<file path="config.mk">
export PLATFORM = sky130hd
export DESIGN_NAME = amh_ctrl
export DESIGN_NICKNAME = d
export VERILOG_FILES = /design/src/amh_pkg.sv /design/src/amh_ctrl.sv
export SDC_FILE = /design/constraint.sdc
export NUM_CORES = 1
export LEC_CHECK = 0
export BUFFER_PORTS_ARGS = -buffer_cell sky130_fd_sc_hd__buf_2
export CAP_MARGIN = 5
export CORE_AREA = 2 2 49 51
export CTS_CLUSTER_DIAMETER = 40
export DETAILED_ROUTE_END_ITERATION = 7
export DIE_AREA = 0 0 51 53
export GPL_ROUTABILITY_DRIVEN = 1
export GPL_TIMING_DRIVEN = 0
export PLACE_DENSITY = 0.73
export SLEW_MARGIN = 5
export SYNTH_ARGS = -nofsm -noshare
export SYNTH_HDL_FRONTEND = slang
export SYNTH_SLANG_ARGS = --single-unit
export TNS_END_PERCENT = 50
</file>
<file path="constraint.sdc">
create_clock -name clk -period 2.3 [get_ports clk]
set_clock_uncertainty 0.2 [all_clocks]
set_input_delay 0.115 -clock clk [delete_from_list [all_inputs] [get_ports clk]]
set_output_delay 0.115 -clock clk [all_outputs]
set_load 0.02 [all_outputs]
</file>
<file path="src/amh_pkg.sv">
// ---------------------------------------------------------------------------
// amh_pkg: shared types and AES-128 helper functions
// Holds the S-box, the round helper functions, and the command and status
// structs that join the controller to the datapath.
// ---------------------------------------------------------------------------
package amh_pkg;

  // AES S-box, entry 0 in the most significant byte.
  localparam logic [0:255][7:0] SBOX = 2048'h637c777bf26b6fc53001672bfed7ab76ca82c97dfa5947f0add4a2af9ca472c0b7fd9326363ff7cc34a5e5f171d8311504c723c31896059a071280e2eb27b27509832c1a1b6e5aa0523bd6b329e32f8453d100ed20fcb15b6acbbe394a4c58cfd0efaafb434d338545f9027f503c9fa851a3408f929d38f5bcb6da2110fff3d2cd0c13ec5f974417c4a77e3d645d197360814fdc222a908846eeb814de5e0bdbe0323a0a4906245cc2d3ac629195e479e7c8376d8dd54ea96c56f4ea657aae08ba78252e1ca6b4c6e8dd741f4bbd8b8a703eb5664803f60e613557b986c11d9ee1f8981169d98e949b1e87e9ce5528df8ca1890dbfe6426841992d0fb054bb16;

  localparam int unsigned NumRounds = 10;

  // Controller states, one-hot.
  typedef enum logic [12:0] {
    S_IDLE      = 13'b0000000000001,
    S_START     = 13'b0000000000010,
    S_PRE_WAIT  = 13'b0000000000100,
    S_BYTE      = 13'b0000000001000,
    S_BLK_GO    = 13'b0000000010000,
    S_BLK_WAIT  = 13'b0000000100000,
    S_PAD       = 13'b0000001000000,
    S_PAD_CHK   = 13'b0000010000000,
    S_FIN_WAIT  = 13'b0000100000000,
    S_TAIL      = 13'b0001000000000,
    S_TAIL_GO   = 13'b0010000000000,
    S_TAIL_WAIT = 13'b0100000000000,
    S_RESULT    = 13'b1000000000000
  } state_t;

  // Commands from the controller to the datapath.
  typedef struct packed {
    logic capture;   // take the input transaction
    logic prefix;    // start a message and hash the length prefix
    logic step;      // consume one message byte
    logic absorb;    // hash the block buffer
    logic pad;       // place the padding byte
    logic tail;      // place the length tail bytes
    logic load_out;  // load the result register
    logic err;       // result is the zero-length error
  } dp_cmd_t;

  // Status from the datapath to the controller.
  typedef struct packed {
    logic rem_zero;
    logic rem_one;
    logic len_zero;
    logic lb_zero;
    logic pos_last;
    logic need_two;
    logic aes_done;
    logic out_free;
  } dp_stat_t;

  function automatic logic [7:0] xtime(input logic [7:0] a);
    xtime = {a[6:0], 1'b0} ^ (a[7] ? 8'h1b : 8'h00);
  endfunction

  // SubBytes followed by ShiftRows; byte i sits at bits [127-8i -: 8].
  function automatic logic [127:0] sub_shift(input logic [127:0] s);
    logic [127:0] r;
    r = '0;
    for (int c = 0; c < 4; c++) begin
      for (int w = 0; w < 4; w++) begin
        r[127 - 8 * (w + 4 * c) -: 8] = SBOX[s[127 - 8 * (w + 4 * ((c + w) % 4)) -: 8]];
      end
    end
    return r;
  endfunction

  function automatic logic [127:0] mix_columns(input logic [127:0] s);
    logic [127:0] r;
    logic [7:0] a0, a1, a2, a3;
    r = '0;
    for (int c = 0; c < 4; c++) begin
      a0 = s[127 - 32 * c -: 8];
      a1 = s[119 - 32 * c -: 8];
      a2 = s[111 - 32 * c -: 8];
      a3 = s[103 - 32 * c -: 8];
      r[127 - 32 * c -: 8] = xtime(a0) ^ xtime(a1) ^ a1 ^ a2 ^ a3;
      r[119 - 32 * c -: 8] = a0 ^ xtime(a1) ^ xtime(a2) ^ a2 ^ a3;
      r[111 - 32 * c -: 8] = a0 ^ a1 ^ xtime(a2) ^ xtime(a3) ^ a3;
      r[103 - 32 * c -: 8] = xtime(a0) ^ a0 ^ a1 ^ a2 ^ xtime(a3);
    end
    return r;
  endfunction

  // One step of the AES-128 key expansion.
  function automatic logic [127:0] key_next(input logic [127:0] rk, input logic [7:0] rcon);
    logic [7:0] k [16];
    logic [7:0] t [4];
    logic [127:0] r;
    for (int i = 0; i < 16; i++) begin
      k[i] = rk[127 - 8 * i -: 8];
    end
    t[0] = SBOX[k[13]] ^ rcon;
    t[1] = SBOX[k[14]];
    t[2] = SBOX[k[15]];
    t[3] = SBOX[k[12]];
    for (int i = 0; i < 4; i++) begin
      k[i] = k[i] ^ t[i];
    end
    for (int i = 4; i < 16; i++) begin
      k[i] = k[i] ^ k[i - 4];
    end
    r = '0;
    for (int i = 0; i < 16; i++) begin
      r[127 - 8 * i -: 8] = k[i];
    end
    return r;
  endfunction

  // Byte reversal of a 64-bit word.
  function automatic logic [63:0] byte_swap(input logic [63:0] v);
    logic [63:0] r;
    r = '0;
    for (int i = 0; i < 8; i++) begin
      r[63 - 8 * i -: 8] = v[8 * i +: 8];
    end
    return r;
  endfunction

endpackage

</file>
<file path="src/amh_ctrl.sv">
// ---------------------------------------------------------------------------
// amh_ctrl: hash controller
// Sequences prefix, byte collection, block hashing, padding and the tail,
// and hands the digest, or the zero-length error, to the result register.
// ---------------------------------------------------------------------------
module amh_ctrl
  import amh_pkg::*;
(
  input  logic     clk,
  input  logic     rst,
  input  logic     in_valid,
  output logic     in_stall,
  input  dp_stat_t stat,
  output dp_cmd_t  cmd
);

  state_t state;
  state_t state_next;
  logic   err;
  logic   err_next;

  assign in_stall = (state != S_IDLE);

  always_ff @(posedge clk) begin
    if (rst) begin
      state <= S_IDLE;
      err   <= 1'b0;
    end else begin
      state <= state_next;
      err   <= err_next;
    end
  end

  // Next state and datapath commands.
  always_comb begin
    state_next = state;
    err_next   = err;
    cmd        = '0;
    cmd.err    = err;
    unique case (state)
      S_IDLE: begin
        if (in_valid) begin
          cmd.capture = 1'b1;
          state_next  = S_START;
        end
      end
      S_START: begin
        if (!stat.rem_zero) begin
          state_next = S_BYTE;
        end else if (stat.len_zero) begin
          err_next   = 1'b1;
          state_next = S_RESULT;
        end else begin
          cmd.prefix = 1'b1;
          state_next = S_PRE_WAIT;
        end
      end
      S_PRE_WAIT: begin
        if (stat.aes_done) begin
          state_next = S_BYTE;
        end
      end
      S_BYTE: begin
        cmd.step = 1'b1;
        if ((!stat.rem_one || stat.lb_zero) && stat.pos_last) begin
          state_next = S_BLK_GO;
        end else if (stat.rem_one) begin
          state_next = S_PAD;
        end else begin
          state_next = S_IDLE;
        end
      end
      S_BLK_GO: begin
        cmd.absorb = 1'b1;
        state_next = S_BLK_WAIT;
      end
      S_BLK_WAIT: begin
        if (stat.aes_done) begin
          state_next = stat.rem_zero ? S_PAD : S_IDLE;
        end
      end
      S_PAD: begin
        cmd.pad    = 1'b1;
        state_next = S_PAD_CHK;
      end
      S_PAD_CHK: begin
        if (stat.need_two) begin
          cmd.absorb = 1'b1;
          state_next = S_FIN_WAIT;
        end else begin
          state_next = S_TAIL;
        end
      end
      S_FIN_WAIT: begin
        if (stat.aes_done) begin
          state_next = S_TAIL;
        end
      end
      S_TAIL: begin
        cmd.tail   = 1'b1;
        state_next = S_TAIL_GO;
      end
      S_TAIL_GO: begin
        cmd.absorb = 1'b1;
        state_next = S_TAIL_WAIT;
      end
      S_TAIL_WAIT: begin
        if (stat.aes_done) begin
          err_next   = 1'b0;
          state_next = S_RESULT;
        end
      end
      S_RESULT: begin
        if (stat.out_free) begin
          cmd.load_out = 1'b1;
          err_next     = 1'b0;
          state_next   = S_IDLE;
        end
      end
      default: begin
        state_next = S_IDLE;
      end
    endcase
  end

endmodule

</file>
* Word level (Yosys, flattened, before mapping) *
Cells that the tools add are included.

word-level totals
  register bits = 14
  input port bits = 11
  output and inout bits = 9
  word-level logic and storage cells = 61

operators by class
  eq/ne operators = 22
  mux-type cells = 30
  reduce and logical (&&, ||, !) cells = 7

operator list
  operator                                                           number
  13-bit one-hot mux with 13 select lines                            1
  13-bit 2-to-1 mux                                                  9
  2-bit != test, second input constant                               8
  1-bit 2-to-1 mux                                                   15
  7-bit 2-to-1 mux                                                   2
  13-bit by 1-bit == test with 1-bit output, second input constant   1
  13-bit by 10-bit == test with 1-bit output, second input constant  1
  13-bit by 11-bit == test with 1-bit output, second input constant  1
  13-bit by 12-bit == test with 1-bit output, second input constant  1
  13-bit == test, second input constant                              1
  13-bit by 2-bit == test with 1-bit output, second input constant   1
  13-bit by 3-bit == test with 1-bit output, second input constant   1
  13-bit by 4-bit == test with 1-bit output, second input constant   1
  13-bit by 5-bit == test with 1-bit output, second input constant   1
  13-bit by 6-bit == test with 1-bit output, second input constant   1
  13-bit by 7-bit == test with 1-bit output, second input constant   1
  13-bit by 8-bit == test with 1-bit output, second input constant   1
  13-bit by 9-bit == test with 1-bit output, second input constant   1
  13-bit by 1-bit != test with 1-bit output, second input constant   1
  10-bit 2-to-1 mux                                                  1
  6-bit AND reduction                                                1
  5-bit AND reduction                                                1
  1-bit one-hot mux with 3 select lines                              1
  3-bit nonzero test                                                 1
  other kinds (5)                                                    5

* Depth between registers and ports, before layout *
  word-level depth = 5
  mapped depth = 6
  gate-level depth less buffers = 5

* Worst setup path after synthesis *
Ideal clock, no wire load.

  path kind = register to register
  start point = reg state[2]
  end point = reg state[0]
  setup time = 0.128 ns
  arrival = 1.766 ns
  required time = 1.972 ns
  slack = 0.206 ns
  cell stages (with the launch flop) = 7
  buffers on the path = 1
  clock period less this slack = 2.094 ns
  cell sequence = dfxtp_1 > buf_2 > nor4b_1 > nand4_1 > o21ai_0 > nor2_1 > a2bb2oi_1

between the ends
  word-level cells in the longest chain between the ends = 3
  elaborated cells between the ends (all ways) = 21
  those cells by class = 19 x eq/ne; 1 x mux; 1 x reduce/logical

RTL lines
  what                                                               RTL line        text
  from (decl)                                                        amh_ctrl.sv:17  state_t state;
  from (signal assigned)                                             amh_ctrl.sv:29  state <= state_next;
  13-bit by 3-bit == test with 1-bit output (tied with other cells)  amh_ctrl.sv:40  unique case (state)
  2-bit != test (no line)                                            n/a
  6-bit AND reduction (no line)                                      n/a

Parallel ways exist; a longest one is shown, timed or not.
A chain may end at the register's enable or synchronous reset.

* Worst setup path in the final report *
  start point = reg state[8]
  end point = reg state[0]

The elaborated chain is that of the path after synthesis.

==> results.md <==
- Status: finished, violations left
- Failing checks: negative setup slack
- Least-Margin Pin Slew: 0.512 ns
- Top-count cell post-synth: dfxtp_1
- Global-route wire length before repair: 4570 um
- Die span in x: 51 um
- Largest net degree at the start of global routing: 11
- Vias: 1,148
- Clk sinks: 14
- Hold path depth: 3
- Final period utilization: 1.01
- Area Growth Syn to Fin: 33.1%
- # IOs: 20
- Critical path arrival: 2.28 ns
- Worst path required time: 2.26 ns
- Clk root buf: clkbuf_4
- Number of synthesized flops with an enable pin: 0
- Synth top area share: 0.270
- Peak supply drop: 0.673 mV
- Row count: 17
- Top FF cell, synth: dfxtp_1
- Htree depth: 1
- Synth cell count leaders: dfxtp_1, nor2_1, nand2_1
- Starting DRT DRC Count: 44
- Leak: 0.000587 uW
- Post-DRT Antenna Nets: 0
- Floorplan Core Area: 2150 um2
- Buffers on Ports: 19
- DRC: 0
- Ys async rst share: 0
- GR Overflow Total: 0
- Slew Viols, Final: 0
- Die Span Y: 53 um
- HPWL Detailed: 2020 um
- Netlist Area Pre-Place: 1040 um2
- Fmax: 0.431 GHz
- Worst skew pair latency: 0.28 ns
- Yosys reg bits: 14
- Dominant cell type by area after synthesis: dfxtp_1
- GPL Wtd Cong: 0.929
- Final nets: 174
- DR pass1 iterations: 5
- Max_slew headroom: 0.656
- Crit path max fanout: 8
- Routed WL per cell: 15.9 um
- Worst-path clk slew: 0.09 ns
- CTS Buf Count: 3
- # Max-Cap Violations: 0
- Die area: 2700 um2
- Vias in the first global route: 1,012
- N_diodes: 0
- Vias per inst: 6.07
- Seq/Total Area, Yosys: 0.270
- Tot Pwr: 902 uW
- Final min period: 2.32 ns
- Syn nets: 133
- Starting Density: 0.483
- Pwr Density: 652 nW/um2
- RSZ-0062 raised after global routing: true
- Synthesis Warnings: 0
- Critical path type: flip-flop to flip-flop
- Setup TNS: -0.0432 ns
- Setup violators final: 2
- Mean area per synthesized cell: 8.51 um2
- Tot GR Track Use: 0.229
- Share of cells above drive strength 1: 0.354
- Clock buffer depth: 2
- Nature of the critical path endpoint: flip-flop
- Synth Instances: 122
- Startpoint types: flip-flop
- Synth top area cells: dfxtp_1, nor4_4, nor2_1
- Hold crit path type: input port to flip-flop
- Setup slack after layout: -0.0224 ns
- Cell variety after synth: 43
- Util after Layout: 0.644
- CTS tree: done
- Final hold violation count: 0
- Worst r2r path cells: 5
- Initial antenna violation count: 0
- Post-Route WL: 3010 um
[power by group]
| part | total (uW) | switching, uW | internal, uW |
|---|---|---|---|
| sequential | 283 | 24.0 | 259 |
| clock | 143 | 81.9 | 60.8 |
| combinational | 476 | 248 | 228 |
| total | 902 | 354 | 548 |
[sequential cells by signal (all words and copies together) (netlist names)]
register / cells
state: 13
err: 1
[worst max-delay path, stage by stage, from the launching register on]
cell	delay (ns)
dfxtp_1	0.40
nor4_2	0.54
nand4_1	0.37
o21ai_1	0.38
nor2_1	0.16
a2bb2oi_1	0.15
[cell families after synthesis]
kind of cell,synth area share
and+or+nand+nor,0.442
xor gates and xnor gates,0.0337
AOI/OAI and AO/OA,0.180
muxes,0.00964
DFF,0.270
buffers and inverters,0.0651
[cell type report]
type	instances	area [um2]
plain buffers	7	47.5
clock buffers	3	22.5
fillers	197	766
inverters	3	11.3
multi-input cells	96	713
flip-flops and latches	14	287
well taps	28	35.0
repair buffers	38	267
[per-layer routing]
layer	share of wire	track usage	routed length, um	vias up
li1	-	-	-	548
met1	0.41	0.269	1230	536
met2	0.50	0.418	1510	56
met3	0.077	0.0593	233	8
met4	0.013	0.0405	40	0
met5	0	0	0	-
[repair_timing]
action / CTS / global route
gates resized for setup: 3 / 12
pin swaps: 4 / 8
buffers inserted: 4 / 9
hold endpoints to repair: 5 / 0
setup endpoints to repair: 4 / 8
hold buffers: 6 / 0
[cells in the final DEF, fill, tap and decap left out, drive strengths merged, types with 5 or more instances in the layout]
master	Yosys	routed
dlygate4sd3	0	6
clkbuf	2	6
dfxtp	14	14
nor4b	5	5
nand2	7	7
nor2	12	12
buf	7	36
nor3	7	7
nor4	6	6
o21ai	6	6
nand3	5	5
[worst paths after layout]
check | from | slack [ns] | endpoint
min reg2reg | err$_SDFFE_PP0P_ | 0.28 | err$_SDFFE_PP0P_
max | state[8]$_SDFFE_PP0P_ | -0.02 | state[0]$_SDFFE_PP1P_
max reg2reg | state[8]$_SDFFE_PP0P_ | -0.02 | state[0]$_SDFFE_PP1P_
min | rst | 0.02 | state[7]$_SDFFE_PP0P_
[stage by stage]
stage	instances	area (um2)	hold slack [ns]	setup slack [ns]
after floorplan	122	1040	0.0324	0.206
after global placement	169	1170	0.147	0.00509
after detailed placement	169	1170	0.157	0.0605
after CTS	181	1290	0.00556	-0.0286
after global routing	189	1380	0.0226	-0.115
final	189	1380	0.0199	-0.0224
No activity file was read; power rests on OpenSTA's default activity.
